File: src/sv/apqlc_pkg.sv
package apqlc_pkg;

  localparam int QueueDepth  = 256;
  localparam int QIdxW       = $clog2(QueueDepth);
  localparam int QCntW       = QIdxW + 1;
  localparam int CancelDepth = 64;
  localparam int CIdxW       = $clog2(CancelDepth);
  localparam int CCntW       = CIdxW + 1;
  localparam int IdBits      = 16;
  localparam int KeyW        = 48;
  localparam int TimeW       = 24;
  localparam int SevW        = 24;
  localparam int RateW       = 24;
  localparam int OpW         = 2;
  localparam int ProdW       = 2 * (RateW + 1);
  localparam int Horizon     = 10000000;
  localparam int FifoDepth   = 4;
  localparam int FifoIdxW    = $clog2(FifoDepth);
  localparam int FifoCntW    = FifoIdxW + 1;

  localparam logic [OpW-1:0] OpArrive = 2'd0;
  localparam logic [OpW-1:0] OpServe  = 2'd1;
  localparam logic [OpW-1:0] OpCancel = 2'd2;
  localparam logic [OpW-1:0] OpNone   = 2'd3;

  typedef struct packed {
    logic [OpW-1:0]    op;
    logic [IdBits-1:0] id;
    logic [KeyW-1:0]   key;
  } cmd_t;

  typedef struct packed {
    logic              found;
    logic [IdBits-1:0] id;
    logic              arr_drop;
    logic              can_drop;
  } result_t;

endpackage

File: src/sv/apqlc_front.sv
module apqlc_front (
  input  logic                          clk_i,
  input  logic                          rst_ni,
  input  logic                          cfg_valid_i,
  output logic                          cfg_ready_o,
  input  logic [apqlc_pkg::RateW-1:0]   cfg_data_i,
  input  logic                          push_i,
  output logic                          full_o,
  input  logic [apqlc_pkg::OpW-1:0]     opcode_i,
  input  logic [apqlc_pkg::TimeW-1:0]   arrival_time_i,
  input  logic [apqlc_pkg::IdBits-1:0]  patient_id_i,
  input  logic [apqlc_pkg::SevW-1:0]    severity_i,
  output apqlc_pkg::cmd_t               cmd_o,
  output logic                          cmd_valid_o,
  input  logic                          cmd_ready_i
);
  import apqlc_pkg::*;

  localparam logic signed [ProdW:0] SumMax =
    {{(ProdW - KeyW + 2){1'b0}}, {(KeyW - 1){1'b1}}};
  localparam logic signed [ProdW:0] SumMin =
    {{(ProdW - KeyW + 2){1'b1}}, {(KeyW - 1){1'b0}}};

  logic [RateW-1:0]        rate_q;
  logic                    s1_v_q;
  logic [OpW-1:0]          s1_op_q;
  logic [IdBits-1:0]       s1_id_q;
  logic [TimeW-1:0]        s1_t_q;
  logic [SevW-1:0]         s1_sev_q;
  logic                    s2_v_q;
  logic [OpW-1:0]          s2_op_q;
  logic [IdBits-1:0]       s2_id_q;
  logic [SevW-1:0]         s2_sev_q;
  logic signed [ProdW-1:0] s2_prod_q;

  logic                    s2_free;
  logic                    s1_move;
  logic                    accept;
  logic signed [TimeW:0]   diff;
  logic signed [ProdW-1:0] prod;
  logic signed [ProdW:0]   sum;
  logic [KeyW-1:0]         key;

  assign cfg_ready_o = 1'b1;
  assign s2_free     = !s2_v_q || cmd_ready_i;
  assign s1_move     = s1_v_q && s2_free;
  assign full_o      = s1_v_q && !s2_free;
  assign accept      = push_i && !full_o;

  assign diff = $signed((TimeW + 1)'(Horizon)) - $signed({1'b0, s1_t_q});
  assign prod = $signed({1'b0, rate_q}) * diff;
  assign sum  = $signed({s2_prod_q[ProdW-1], s2_prod_q})
              + $signed({{(ProdW + 1 - SevW){1'b0}}, s2_sev_q});

  always_comb begin
    if (sum > SumMax) begin
      key = SumMax[KeyW-1:0];
    end else if (sum < SumMin) begin
      key = SumMin[KeyW-1:0];
    end else begin
      key = sum[KeyW-1:0];
    end
  end

  assign cmd_valid_o = s2_v_q;
  assign cmd_o       = '{op: s2_op_q, id: s2_id_q, key: key};

  always_ff @(posedge clk_i or negedge rst_ni) begin
    if (!rst_ni) begin
      rate_q <= '0;
      s1_v_q <= 1'b0;
      s2_v_q <= 1'b0;
    end else begin
      if (cfg_valid_i) begin
        rate_q <= cfg_data_i;
      end
      if (accept) begin
        s1_v_q <= (opcode_i != OpNone);
      end else if (s1_move) begin
        s1_v_q <= 1'b0;
      end
      if (s1_move) begin
        s2_v_q <= 1'b1;
      end else if (cmd_ready_i) begin
        s2_v_q <= 1'b0;
      end
    end
  end

  always_ff @(posedge clk_i) begin
    if (accept) begin
      s1_op_q  <= opcode_i;
      s1_id_q  <= patient_id_i;
      s1_t_q   <= arrival_time_i;
      s1_sev_q <= severity_i;
    end
    if (s1_move) begin
      s2_op_q   <= s1_op_q;
      s2_id_q   <= s1_id_q;
      s2_sev_q  <= s1_sev_q;
      s2_prod_q <= prod;
    end
  end

endmodule

File: config.mk
export PLATFORM = sky130hd
export DESIGN_NAME = apqlc_front
export DESIGN_NICKNAME = d
export VERILOG_FILES = /design/src/sv/apqlc_pkg.sv /design/src/sv/apqlc_front.sv
export SDC_FILE = /design/constraint.sdc
export NUM_CORES = 2
export LEC_CHECK = 0
export BUFFER_PORTS_ARGS = -buffer_cell sky130_fd_sc_hd__buf_4
export CORE_UTILIZATION = 30
export CTS_CLUSTER_DIAMETER = 100
export DETAILED_ROUTE_END_ITERATION = 8
export GPL_TIMING_DRIVEN = 0
export SLEW_MARGIN = 20
export SYNTH_ARGS = -nofsm -noshare
export SYNTH_HDL_FRONTEND = slang
export SYNTH_SLANG_ARGS = --single-unit
File: constraint.sdc
create_clock -name clk_i -period 16.9 [get_ports clk_i]
set_clock_uncertainty 0.1 [all_clocks]
set_input_delay 3.38 -clock clk_i [delete_from_list [all_inputs] [get_ports clk_i]]
set_output_delay 3.38 -clock clk_i [all_outputs]
set_load 0.005 [all_outputs]
==> flow_summary.yaml <==
outcome:
  status: "complete, no violations"
floorplan:
  fp.coreArea_sq_um: 95300
  die_area_sq_um: 97600
  ios: 164
  fp.dieH_microns: 312
  std_cell_rows: 113
  chipWidth_microns: 312
  initial_core_util: 0.303
yosys:
  ys_warn_count: 0
  synthFlopType: "edfxtp_1"
  synthCells: 3001
  synth_edf_count: 158
  async_flop_share: 0.141
  seq_area_frac_synth: 0.187
  synth_cell_type_count: 72
  postSynthAreaPerCell_sq_um: 9.63
  syn-cell-area_sq_um: 28900
  syn_nets: 3836
  synth_seq_cells: 184
clocking:
  cts_resized: 0
  clkLatencyLatePin_ns: 0.48
  hold_buffers: 0
  post_cts_buffers: 0
  clock-sinks: 184
  cts_root_buffer: "clkbuf_16"
  cts_buffers: 17
  clockBufferDepth: 2
  clkTransAtPathRegs_ns: 0.08
  cts_tree: "done"
  h-tree-depth: 4
setup_path:
  crit_fanout: 10
  cp.required_ns: 17.01
  crit_top_cell: "fa_1"
  ff2ff_setup_slack_ns: 5.43
  cp-end-kind: "flop"
  cp.arrival_ns: 11.58
  critPathKind: "flop to flop"
  start_kind: "flop"
  slowest_stage: "xor2_1"
  cpPeakStageDelay_ns: 0.93
finish:
  layout-drive-gt1-share: 0.0911
  final_common_cell: "inv_1"
  layout_common_cells: "inv_1, fa_1, nand2_1, ha_1, and2_1"
  syn_to_final_growth_pct: 12.1
  final_area_sq_um: 32400
  num-nets-final: 4018
drt:
  ant_nets: 0
  drt-vias-per-instance: 4.88
  top_layer_used: "met5"
  dr_wl_met2_microns: 38700
  first_pass_iters: 6
  remaining_drc_errors: 0
  wl_per_cell_microns: 19.3
  drt-initial-drc-count: 2016
  wl_met1_microns: 36800
  wl_met3_microns: 7870
  wl_microns: 86100
  vias: 21760
job:
  drv_cap: 0
sta:
  fin_tns_setup_ns: 0
  post-route-period-util: 0.678
  postLayoutSetupSlackWorst_ns: 5.43
  fin_crit_ns: 11.47
  slew_viol_final: 0
  worst_pin_slew_ns: 1.20
  final-hold-violation-count: 0
  timing.hold.ws_ns: 0.322
  fmax_mhz: 87.2
  slew_headroom: 0.200
  rsz0062_at_grt: "no"
  setup-violations-final: 0
global_routing:
  overflow: 0
  grt_pass1_vias: 21510
  grt_max_degree: 58
  grt_pass1_wl_microns: 131000
  antenna_found_initial: 6
  grt_use_total: 0.178
placement:
  placed_area_sq_um: 31800
  place.detailed.hpwl_microns: 71600
  pre_cts_ws_ns: 5.81
  gp_congestion: 0.975
  io_buffers: 161
min_path:
  hold_path.class: "flop to flop"
-- state kept, by name, indices dropped and copies added (netlist names) --
register     flops
s1_sev_q        24
s2_sev_q        24
s2_id_q         16
s2_prod_q       50
s2_op_q          2
cmd_valid_o      1
s1_op_q          2
rate_q          24
s1_v_q           1
s1_id_q         16
s1_t_q          24
-- critical path: cells and delay by family (launching register included) --
family | cells | cell delay (ns)
flip-flops | 1 | 0.60
XOR/XNOR | 1 | 0.93
AO/OA/AOI/OAI | 9 | 2.98
adder cells (fa/ha/maj) | 9 | 3.88
buffers and inverters | 8 | 1.62
AND/OR/NAND/NOR | 5 | 1.06
-- kinds of logic (layout without fill, tap and decap cells) --
kind of cell	count (synthesis)	after routing	share of synthesized area
AND/OR/NAND/NOR	864	864	0.143
buffers and inverters	747	942	0.0983
flip-flops	184	184	0.187
XOR/XNOR	111	111	0.0339
adder cells (fa/ha/maj)	740	740	0.451
multiplexers	50	50	0.0190
other	1	3	0.000130
AO/OA/AOI/OAI	304	304	0.0679
-- final timing paths --
| path | startpoint | end | cells past startpoint |
|---|---|---|---|
| max in group asynchronous | rst_ni | rate_q[4] | 1 |
| max | s1_t_q[0] | s2_prod_q[48] | 32 |
| min in group asynchronous | rst_ni | rate_q[20] | 1 |
| max reg2reg | s1_t_q[0] | s2_prod_q[48] | 32 |
| min reg2reg | s1_id_q[0] | s2_id_q[0] | 0 |
| min | s1_id_q[0] | s2_id_q[0] | 0 |
-- synth_stat cells, drive strengths merged, types with 11 or more instances --
| cell type | n | area (sq um) |
|---|---|---|
| a21o | 36 | 270 |
| clkbuf | 145 | 548 |
| nand4 | 22 | 138 |
| mux2i | 12 | 120 |
| inv | 580 | 2180 |
| a21oi | 83 | 419 |
| nand2 | 441 | 1660 |
| o21a | 11 | 82.6 |
| nand3 | 39 | 195 |
| nor3 | 18 | 101 |
| xor2 | 49 | 429 |
| edfxtp | 158 | 4740 |
| nand2b | 32 | 200 |
| nor2 | 52 | 195 |
| dfrtp | 26 | 651 |
| xnor2 | 62 | 551 |
| ha | 236 | 2950 |
| or2 | 15 | 93.9 |
| o211ai | 14 | 105 |
| buf | 22 | 118 |
| and2 | 199 | 1240 |
| and3 | 26 | 163 |
| mux2 | 38 | 428 |
| o21ai | 85 | 429 |
| fa | 504 | 10100 |
-- cell type report --
class,count,area (sq um)
sequential,184,5400
tap,1265,1580
inverter,580,2180
fill,9800,62900
buffer,167,666
multi-input combinational,2070,20700
clock inverter,15,184
timing repair buffer,163,1260
clock buffer,17,425
antenna,2,5.00
-- metrics by stage --
step / std cells / util
after global routing: 4461 / 0.340
after CTS: 4461 / 0.340
after detailed placement: 4429 / 0.334
after global placement: 4427 / 0.333
final: 4463 / 0.340
after floorplan: 3001 / -
-- metal layers --
metal  GRT usage  vias up
met5           0        -
met4      0.0540        4
met3      0.0321      129
met2       0.275      868
met1       0.253    11076
li1            -     9683
Power is not shown: default switching activity piles up to over one toggle a cycle in this logic, so the estimate is an artifact.
