### src/sv/apqlc_pkg.sv
package apqlc_pkg;

  localparam int QueueDepth  = 256;
  localparam int QIdxW       = $clog2(QueueDepth);
  localparam int QCntW       = QIdxW + 1;
  localparam int CancelDepth = 64;
  localparam int CIdxW       = $clog2(CancelDepth);
  localparam int CCntW       = CIdxW + 1;
  localparam int IdBits      = 16;
  localparam int KeyW        = 48;
  localparam int TimeW       = 24;
  localparam int SevW        = 24;
  localparam int RateW       = 24;
  localparam int OpW         = 2;
  localparam int ProdW       = 2 * (RateW + 1);
  localparam int Horizon     = 10000000;
  localparam int FifoDepth   = 4;
  localparam int FifoIdxW    = $clog2(FifoDepth);
  localparam int FifoCntW    = FifoIdxW + 1;

  localparam logic [OpW-1:0] OpArrive = 2'd0;
  localparam logic [OpW-1:0] OpServe  = 2'd1;
  localparam logic [OpW-1:0] OpCancel = 2'd2;
  localparam logic [OpW-1:0] OpNone   = 2'd3;

  typedef struct packed {
    logic [OpW-1:0]    op;
    logic [IdBits-1:0] id;
    logic [KeyW-1:0]   key;
  } cmd_t;

  typedef struct packed {
    logic              found;
    logic [IdBits-1:0] id;
    logic              arr_drop;
    logic              can_drop;
  } result_t;

endpackage

### src/sv/apqlc_fifo.sv
module apqlc_fifo (
  input  logic            clk_i,
  input  logic            rst_ni,
  input  logic            push_i,
  input  apqlc_pkg::cmd_t wdata_i,
  output logic            full_o,
  input  logic            pop_i,
  output apqlc_pkg::cmd_t rdata_o,
  output logic            empty_o
);
  import apqlc_pkg::*;

  cmd_t                mem_q [FifoDepth];
  logic [FifoIdxW-1:0] wptr_q;
  logic [FifoIdxW-1:0] rptr_q;
  logic [FifoCntW-1:0] cnt_q;
  logic                do_push;
  logic                do_pop;

  assign full_o  = (cnt_q == FifoCntW'(FifoDepth));
  assign empty_o = (cnt_q == '0);
  assign do_push = push_i && !full_o;
  assign do_pop  = pop_i && !empty_o;
  assign rdata_o = mem_q[rptr_q];

  always_ff @(posedge clk_i or negedge rst_ni) begin
    if (!rst_ni) begin
      wptr_q <= '0;
      rptr_q <= '0;
      cnt_q  <= '0;
    end else begin
      if (do_push) begin
        wptr_q <= wptr_q + 1'b1;
      end
      if (do_pop) begin
        rptr_q <= rptr_q + 1'b1;
      end
      if (do_push && !do_pop) begin
        cnt_q <= cnt_q + 1'b1;
      end else if (do_pop && !do_push) begin
        cnt_q <= cnt_q - 1'b1;
      end
    end
  end

  always_ff @(posedge clk_i) begin
    if (do_push) begin
      mem_q[wptr_q] <= wdata_i;
    end
  end

endmodule

### config.mk
export PLATFORM = sky130hd
export DESIGN_NAME = apqlc_fifo
export DESIGN_NICKNAME = d
export VERILOG_FILES = /design/src/sv/apqlc_pkg.sv /design/src/sv/apqlc_fifo.sv
export SDC_FILE = /design/constraint.sdc
export NUM_CORES = 1
export LEC_CHECK = 0
export ABC_AREA = 1
export BUFFER_PORTS_ARGS = -buffer_cell sky130_fd_sc_hd__buf_2
export CAP_MARGIN = 20
export CORE_AREA = 3 3 139 155
export CTS_BUF_LIST = sky130_fd_sc_hd__clkbuf_4 sky130_fd_sc_hd__clkbuf_8 sky130_fd_sc_hd__clkbuf_16
export DETAILED_ROUTE_END_ITERATION = 8
export DIE_AREA = 0 0 142 158
export GPL_TIMING_DRIVEN = 0
export PLACE_DENSITY = 0.87
export REMOVE_ABC_BUFFERS = 1
export SLEW_MARGIN = 30
export SYNTH_ARGS = -nofsm -noshare
export SYNTH_HDL_FRONTEND = slang
export SYNTH_SLANG_ARGS = --single-unit
### constraint.sdc
create_clock -name clk_i -period 5.7 [get_ports clk_i]
set_input_delay 0.57 -clock clk_i [delete_from_list [all_inputs] [get_ports clk_i]]
set_output_delay 0.57 -clock clk_i [all_outputs]
set_load 0.03 [all_outputs]
==> results.md, run 1 <==
* Final core occ at 65.1%
* Worst skew pair latency at 0.51 ns
* Worst Path Required at about 5.1 ns
* Initial core utilization at between 50% and 60%
* Net Switching at ~2.8 mW
* Hold endpoint: mem_q[1][52]
* Worst slew pin tran at between 0.8 and 0.9 ns
* Worst Path Arrival at between 2 and 3 ns
* Multi-input logic area at 0.00198 mm2
* Initial antenna violation count at 0
* Sequential area share after synthesis at 73.5%
* Final Setup Violations at 0
* Via count at roughly 6500
* GRT Total Usage at 17.5%
* CTS Buf Count at 26
* Layout Cells excl Fill at 1242
* Yosys warns at 0
* Crit path buf inv count at 3
* Worst-case reg-to-reg path depth at 6
* P_leak at ~5.3 nW
* Status: finished, final reports clean
* Clk slew on worst S/H paths at 0.07 ns
* Worst path max stage delay at a little under 0.7 ns
* Crit-path max FO at 67
* Final #Nets at about 1000
* Overall die width at 142 um
* PnR Total Power at 7.24 mW
* # resized after CTS at 0
* R2r endpoint: mem_q[0][30]
* WHS Path Cells at 1
* Critical path cell sequence: buf_12 -> inv_4 -> o211ai_1 -> nand2_1 -> buf_2
* Post-route cell area at ~0.013 mm2
* Die boundary height at approximately 160 um
* Io pins at 138
* Setup Buffers After CTS at 0
* TNS Setup at 0 ns
* Avg Synthesized Cell Area at about 13 um2
* Hold WS at approximately 0.27 ns
* Reg-to-reg startpoint: cnt_q[0]
* Hold bufs inserted after CTS at 1
* Dpl cells at 1193
* CTS Root Cell: clkbuf_16
* FP Rows at 54
* Largest net degree at the start of global routing at around 140
* Antenna Cells at 0
* Worst R2R Setup Slack at 3.35 ns
* P per Cell Area at 558 mW/mm2
* Core area at between 0.015 and 0.02 mm2
* Final Max Slew Viols at 0
* DR DRC count at 0
* Final worst slack at roughly 2.4 ns
* Post-synth cell types at 17
* RSZ-0062 raised after global routing: no
* Die area at around 0.022 mm2
* First-pass GRT wire length at between 30 and 40 mm
* Port bufs at between 100 and 150
* FMAX at roughly 0.31 GHz
* GRT Residual Overflow at 0
* Clock share of power at between 20% and 30%
* DRT Pass-1 Iters at 4
* Synth Register Bits at 271
* CP endpoint kind: primary output
* Worst slack at placement at 2.99 ns
* Internal power at between 4 and 5 mW
* DRT Wirelength at just under 20 mm
* Register area at 0.00811 mm2
* Hold path startpoint: wdata_i[52]
* Count of final hold-check violations at 0
* Comb power frac at 38.6%
* DR iter-0 viols at between 300 and 400
* Area grow syn2layout at 17.8%
* Tcrit/Tclk final at about 57%
* Via-to-Cell Ratio at between 5 and 6
* Crit start category: flop
* Clock tree buffer depth at 3
* Switching Share at a little under 40%
* Slew HR at roughly 46%
* Sequential group share of total power at approximately two fifths
* DR WL/cell at roughly 16 um
* Mapped cell area at approximately 0.011 mm2
* Area after DPL at roughly 0.012 mm2
* Routed Antenna Nets at 0
* Max Clock Skew at 0.0119 ns
* CTS tree: built
* Filler cells at 1339
* Crit path max-delay family: buffers and inverters
* Layout cells sized above 1 at 21.0%
* Synth Instances at roughly 830
* Placed wire-length estimate at between 10 and 15 mm
* H-tree depth at 1
* VDD IR-drop max at ~770 uV
* Clock sinks at around 270
* Post-route minimum period at approximately 3.3 ns
* Max_cap viols at 0
* Critical setup path kind: reg -> out
* Slowest stage cell, crit path: dfrtp_4
* Vias in the first global route at approximately 6400
* GP Congestion at between 0.7 and 0.8
* Worst min path class: in -> reg
## cells by family (layout without fill, tap and decap cells)
group,after synthesis,count (layout),share of synthesized area [%]
flops,271,271,73.5
fa+ha+maj,6,6,0.750
buf+inv,193,351,8.71
simple gates,228,228,7.87
xor+xnor,1,1,0.0795
compound gates,133,133,9.04
## how the worst max path moves through the flow
stage                   endpoint  depth (start not counted)      start  slack, ns
floorplan            mem_q[0][0]                          4   cnt_q[0]       1.72
global placement    mem_q[2][59]                          3     push_i      -0.56
detailed placement   rdata_o[38]                          5  rptr_q[1]       2.99
CTS                   rdata_o[9]                          5  rptr_q[1]       2.41
global route          rdata_o[9]                          5  rptr_q[1]       2.32
finish                rdata_o[9]                          5  rptr_q[1]       2.44
## final cells by class
class	count	share of cell area (%)
Multi-Input combinational cell	368	15.3
Tap cell	252	2.43
Sequential cell	271	62.5
Clock buffer	33	5.65
Clock inverter	15	1.04
Inverter	149	4.39
Timing Repair Buffer	154	8.70
## state kept, by name (all words and copies together), names as in the netlist
signal / count
cnt_q: 3
wptr_q: 2
rptr_q: 2
mem_q: 264
## layer usage
layer	track usage, %	part of all wire [%]	up-vias	routed length, um
li1	-	-	3184	-
met4	5.07	2.1	0	408
met3	3.41	6.3	34	1240
met5	0	0	-	0
met2	31.8	52	210	10300
met1	21.3	40	3059	7860
## cell usage after synthesis
library cell  instances  share of area, %
edfxtp_1            264                72
nand2_1             216               7.4
inv_1               147               5.0
o211ai_1            132               9.0
buf_6                28               2.9
dfrtp_1               7               1.6
nand3_1               7              0.32
clkbuf_1              6              0.20
buf_2                 5              0.23
buf_4                 5              0.34
ha_1                  5              0.57
nor2_1                4              0.14
inv_2                 2             0.068
fa_1                  1              0.18
nand4_1               1             0.057
o21ai_0               1             0.045
xnor2_1               1             0.080
## power groups by stage
stage               registers (mW)  logic, mW  clock network (mW)
CTS                           2.76       2.83                1.72
detailed placement            2.80       2.80                   0
floorplan                     2.81       1.83                   0
global placement              2.89       2.53                   0
global route                  2.78       3.05                1.82
finish                        2.76       2.79                1.69
## placed cells by master (no fill, tap or decap)
| master | synthesis | layout |
|---|---|---|
| inv_4 | 0 | 1 |
| o211ai_1 | 132 | 132 |
| o21ai_0 | 1 | 1 |
| inv_8 | 0 | 1 |
| nand3_1 | 7 | 7 |
| clkbuf_16 | 0 | 27 |
| nand4_1 | 1 | 1 |
| dfrtp_4 | 0 | 1 |
| edfxtp_1 | 264 | 264 |
| buf_16 | 0 | 15 |
| clkinv_2 | 0 | 9 |
| clkbuf_8 | 0 | 2 |
| nand2_1 | 216 | 216 |
| clkbuf_4 | 0 | 4 |
| buf_2 | 5 | 137 |
| dfrtp_1 | 7 | 6 |
| ha_1 | 5 | 5 |
| dlygate4sd3_1 | 0 | 1 |
| fa_1 | 1 | 1 |
| xnor2_1 | 1 | 1 |
| buf_12 | 0 | 1 |
| nor2_4 | 0 | 4 |
| clkinvlp_4 | 0 | 4 |
| inv_1 | 147 | 147 |
| bufinv_16 | 0 | 2 |
Note: power is estimated with default switching activity, not from simulation.
==> run 2, diff against run 1 <==
ABC_AREA = 0   (was 1)
CORE_AREA = 3 3 133 148   (was 3 3 139 155)
DIE_AREA = 0 0 136 151   (was 0 0 142 158)
clock period = 3.3 ns   (was 5.7 ns; I/O delays follow)
==> results.md, run 2 <==
* DR iter-0 viols at about 340
* Slowest stage cell, crit path: dfrtp_4
* Final #Nets at 615
* CTS Root Cell: clkbuf_16
* Most frequent cells in the layout: edfxtp_1 (264), buf_2 (137), mux4_2 (66), clkbuf_16 (27), clkbuf_4 (12)
* Initial core utilization at roughly 54%
* Biggest regs: mem_q: 264 flops, cnt_q: 3 flops
* Synth Instances at roughly 380
* Cell taking the most area after synthesis: edfxtp_1
* Crit-path max FO at 27
* Placed wire-length estimate at ~11 mm
* Die boundary height at 151 um
* Max Clock Skew at roughly 0.017 ns
* Top FF cell, synth: edfxtp_1
* CTS Buf Count at 27
* Largest net degree at the start of global routing at 39
* VDD IR-drop max at about 830 uV
* Layout cells sized above 1 at 47.6%
* WL met1 at roughly 7 mm
* H-tree depth at 1
* Synth top area cells: edfxtp_1 (80%), mux4_2 (15%), dfrtp_1 (1.8%), ha_1 (0.63%), buf_12 (0.60%)
* Yosys warns at 0
* Critical path cell sequence: buf_12 -> mux4_2 -> buf_2
* Worst slew pin tran at approximately 0.57 ns
* P_leak at between 4 and 5 nW
* Io pins at between 100 and 150
* Post-synth cell types at 21
* CP endpoint kind: primary output
* DR DRC count at 0
* DR WL met3 at roughly 1.1 mm
* Die area at around 0.02 mm2
* Mapped cell area at around 0.010 mm2
* Tcrit/Tclk final at between 70% and 80%
* Worst min path class: in -> reg
* Filler cells at roughly 1200
* Critical setup path kind: reg -> out
* Routed Antenna Nets at 0
* Avg Synthesized Cell Area at around 26 um2
* Sequential area share after synthesis at about 81%
* Via count at 4402
* Number of synthesized flops with an enable pin at between 200 and 300
* Async SR Flop Fraction at between 2 and 3%
* Layout Cells excl Fill at between 800 and 900
* Commonest non-fill, non-tap cell in the layout: edfxtp_1
* Area grow syn2layout at 19.0%
* FMAX at about 0.4 GHz
* Synth Register Bits at 271
* DR WL/cell at between 20 and 25 um
* DRT Pass-1 Iters at 4
* Clock tree buffer depth at 3
* P per Cell Area at roughly 980 mW/mm2
* Worst path max stage delay at ~0.64 ns
* Crit path buf inv count at 2
* Clock sinks at ~270
* GRT Total Usage at ~17%
* Met2 WL post-DR at a little under 9 mm
* Most frequent cell after synthesis: edfxtp_1
* Via-to-Cell Ratio at around 5.5
* Crit path max-delay family: flip-flops
* Vias in the first global route at 4902
* CTS tree: built
* Port bufs at 137
* Overall die width at about 140 um
* Max_cap viols at 0
* Final Max Slew Viols at 0
* Crit start category: flop
* Synth top cells by count: edfxtp_1 (264), mux4_2 (66), dfrtp_1 (7), buf_2 (5), ha_1 (5)
* RSZ-0062 raised after global routing: no
* Core area at about 0.018 mm2
* Multi-input logic area at between 0.0015 and 0.002 mm2
* Post-route minimum period at 2.53 ns
* Worst path depth at 3
* Count of final hold-check violations at 0
* TNS Setup at 0 ns
* Reg with most FFs: mem_q
* Worst Path Required at between 2 and 3 ns
* Worst-case reg-to-reg path depth at 8
* Post-synth top area share at 79.6%
* WHS Path Cells at 1
* Initial antenna violation count at 3
* GP Congestion at 0.736
* Worst Path Arrival at 2.20 ns
* Worst skew pair latency at 0.51 ns
* Final Setup Violations at 0
* Register area at between 0.008 and 0.009 mm2
* DRT Wirelength at roughly 17 mm
* First-pass GRT wire length at roughly 27 mm
* Largest register FFs at roughly 260
* FP Rows at between 50 and 60
* # resized after CTS at 0
* Dpl cells at 752
* Clk slew on worst S/H paths at around 0.060 ns
* GRT Residual Overflow at 0
* Slew HR at around three fifths
* Status: finished, final reports clean
* Highest routed metal layer: met5
-- run 2: metrics by stage --
| stage | area (um2) | setup WS, ns | utilization (%) | hold WS, ns | power (mW) |
|---|---|---|---|---|---|
| floorplan | 9820 | -0.466 | - | 0.0344 | 7.67 |
| global placement | 10800 | -1.60 | 58.9 | 0.160 | 8.76 |
| detailed placement | 11000 | 1.00 | 59.8 | 0.181 | 8.87 |
| CTS | 11900 | 0.708 | 64.6 | 0.00280 | 11.8 |
| global route | 11900 | 0.645 | 64.6 | 0.0113 | 12.1 |
| finish | 11900 | 0.772 | 64.6 | 0.0309 | 11.6 |
-- run 2: layout make-up --
type | instances | share of cell area, %
sequential | 271 | 68.4
multi-input combinational | 90 | 14.5
timing repair buffer | 145 | 7.11
clock buffer | 41 | 6.69
tap | 243 | 2.56
clock inverter | 8 | 0.581
inverter | 4 | 0.127
antenna | 1 | 0.0211
-- run 2: power breakdown --
group / switching [mW] / total [mW] / internal, mW
Combinational: 2.36 / 3.84 / 1.48
Clock: 1.15 / 2.89 / 1.74
Sequential: 0.309 / 4.87 / 4.56
-- run 2: worst paths after layout --
check                               end   startpoint  slack (ns)
max                         rdata_o[38]    rptr_q[0]        0.77
min                        mem_q[2][46]  wdata_i[46]        0.03
max reg2reg                    cnt_q[2]     cnt_q[2]        0.97
min reg2reg                    cnt_q[2]     cnt_q[2]        0.49
max in group asynchronous     rptr_q[0]       rst_ni        2.92
min in group asynchronous     wptr_q[0]       rst_ni        0.19
-- run 2: cell families after synthesis --
kind of cell	count (synthesis)	share of synthesized area (%)
muxes	68	15.1
adders and majority gates	6	0.829
and+or+nand+nor	10	0.628
DFF	271	81.3
xor gates and xnor gates	6	0.528
buffers and inverters	20	1.53
-- run 2: worst register-to-register path: cells and delay by family (launching register included) --
| family | cells | cell delay (ns) |
|---|---|---|
| buf+inv | 1 | 0.07 |
| simple gates | 3 | 0.76 |
| fa+ha+maj | 2 | 0.67 |
| xor+xnor | 2 | 0.34 |
| flops | 1 | 0.39 |
-- run 2: per-layer routing --
layer,GRT usage [%],vias up
met5,0,-
met4,4.89,4
met3,3.52,34
met2,29.1,153
met1,22.7,2273
li1,-,1938
-- run 2: what timing repair did --
action                                 in CTS  in global routing
buffers inserted                            0                  0
hold buffers                                1                  0
endpoints found under the hold margin       7                  0
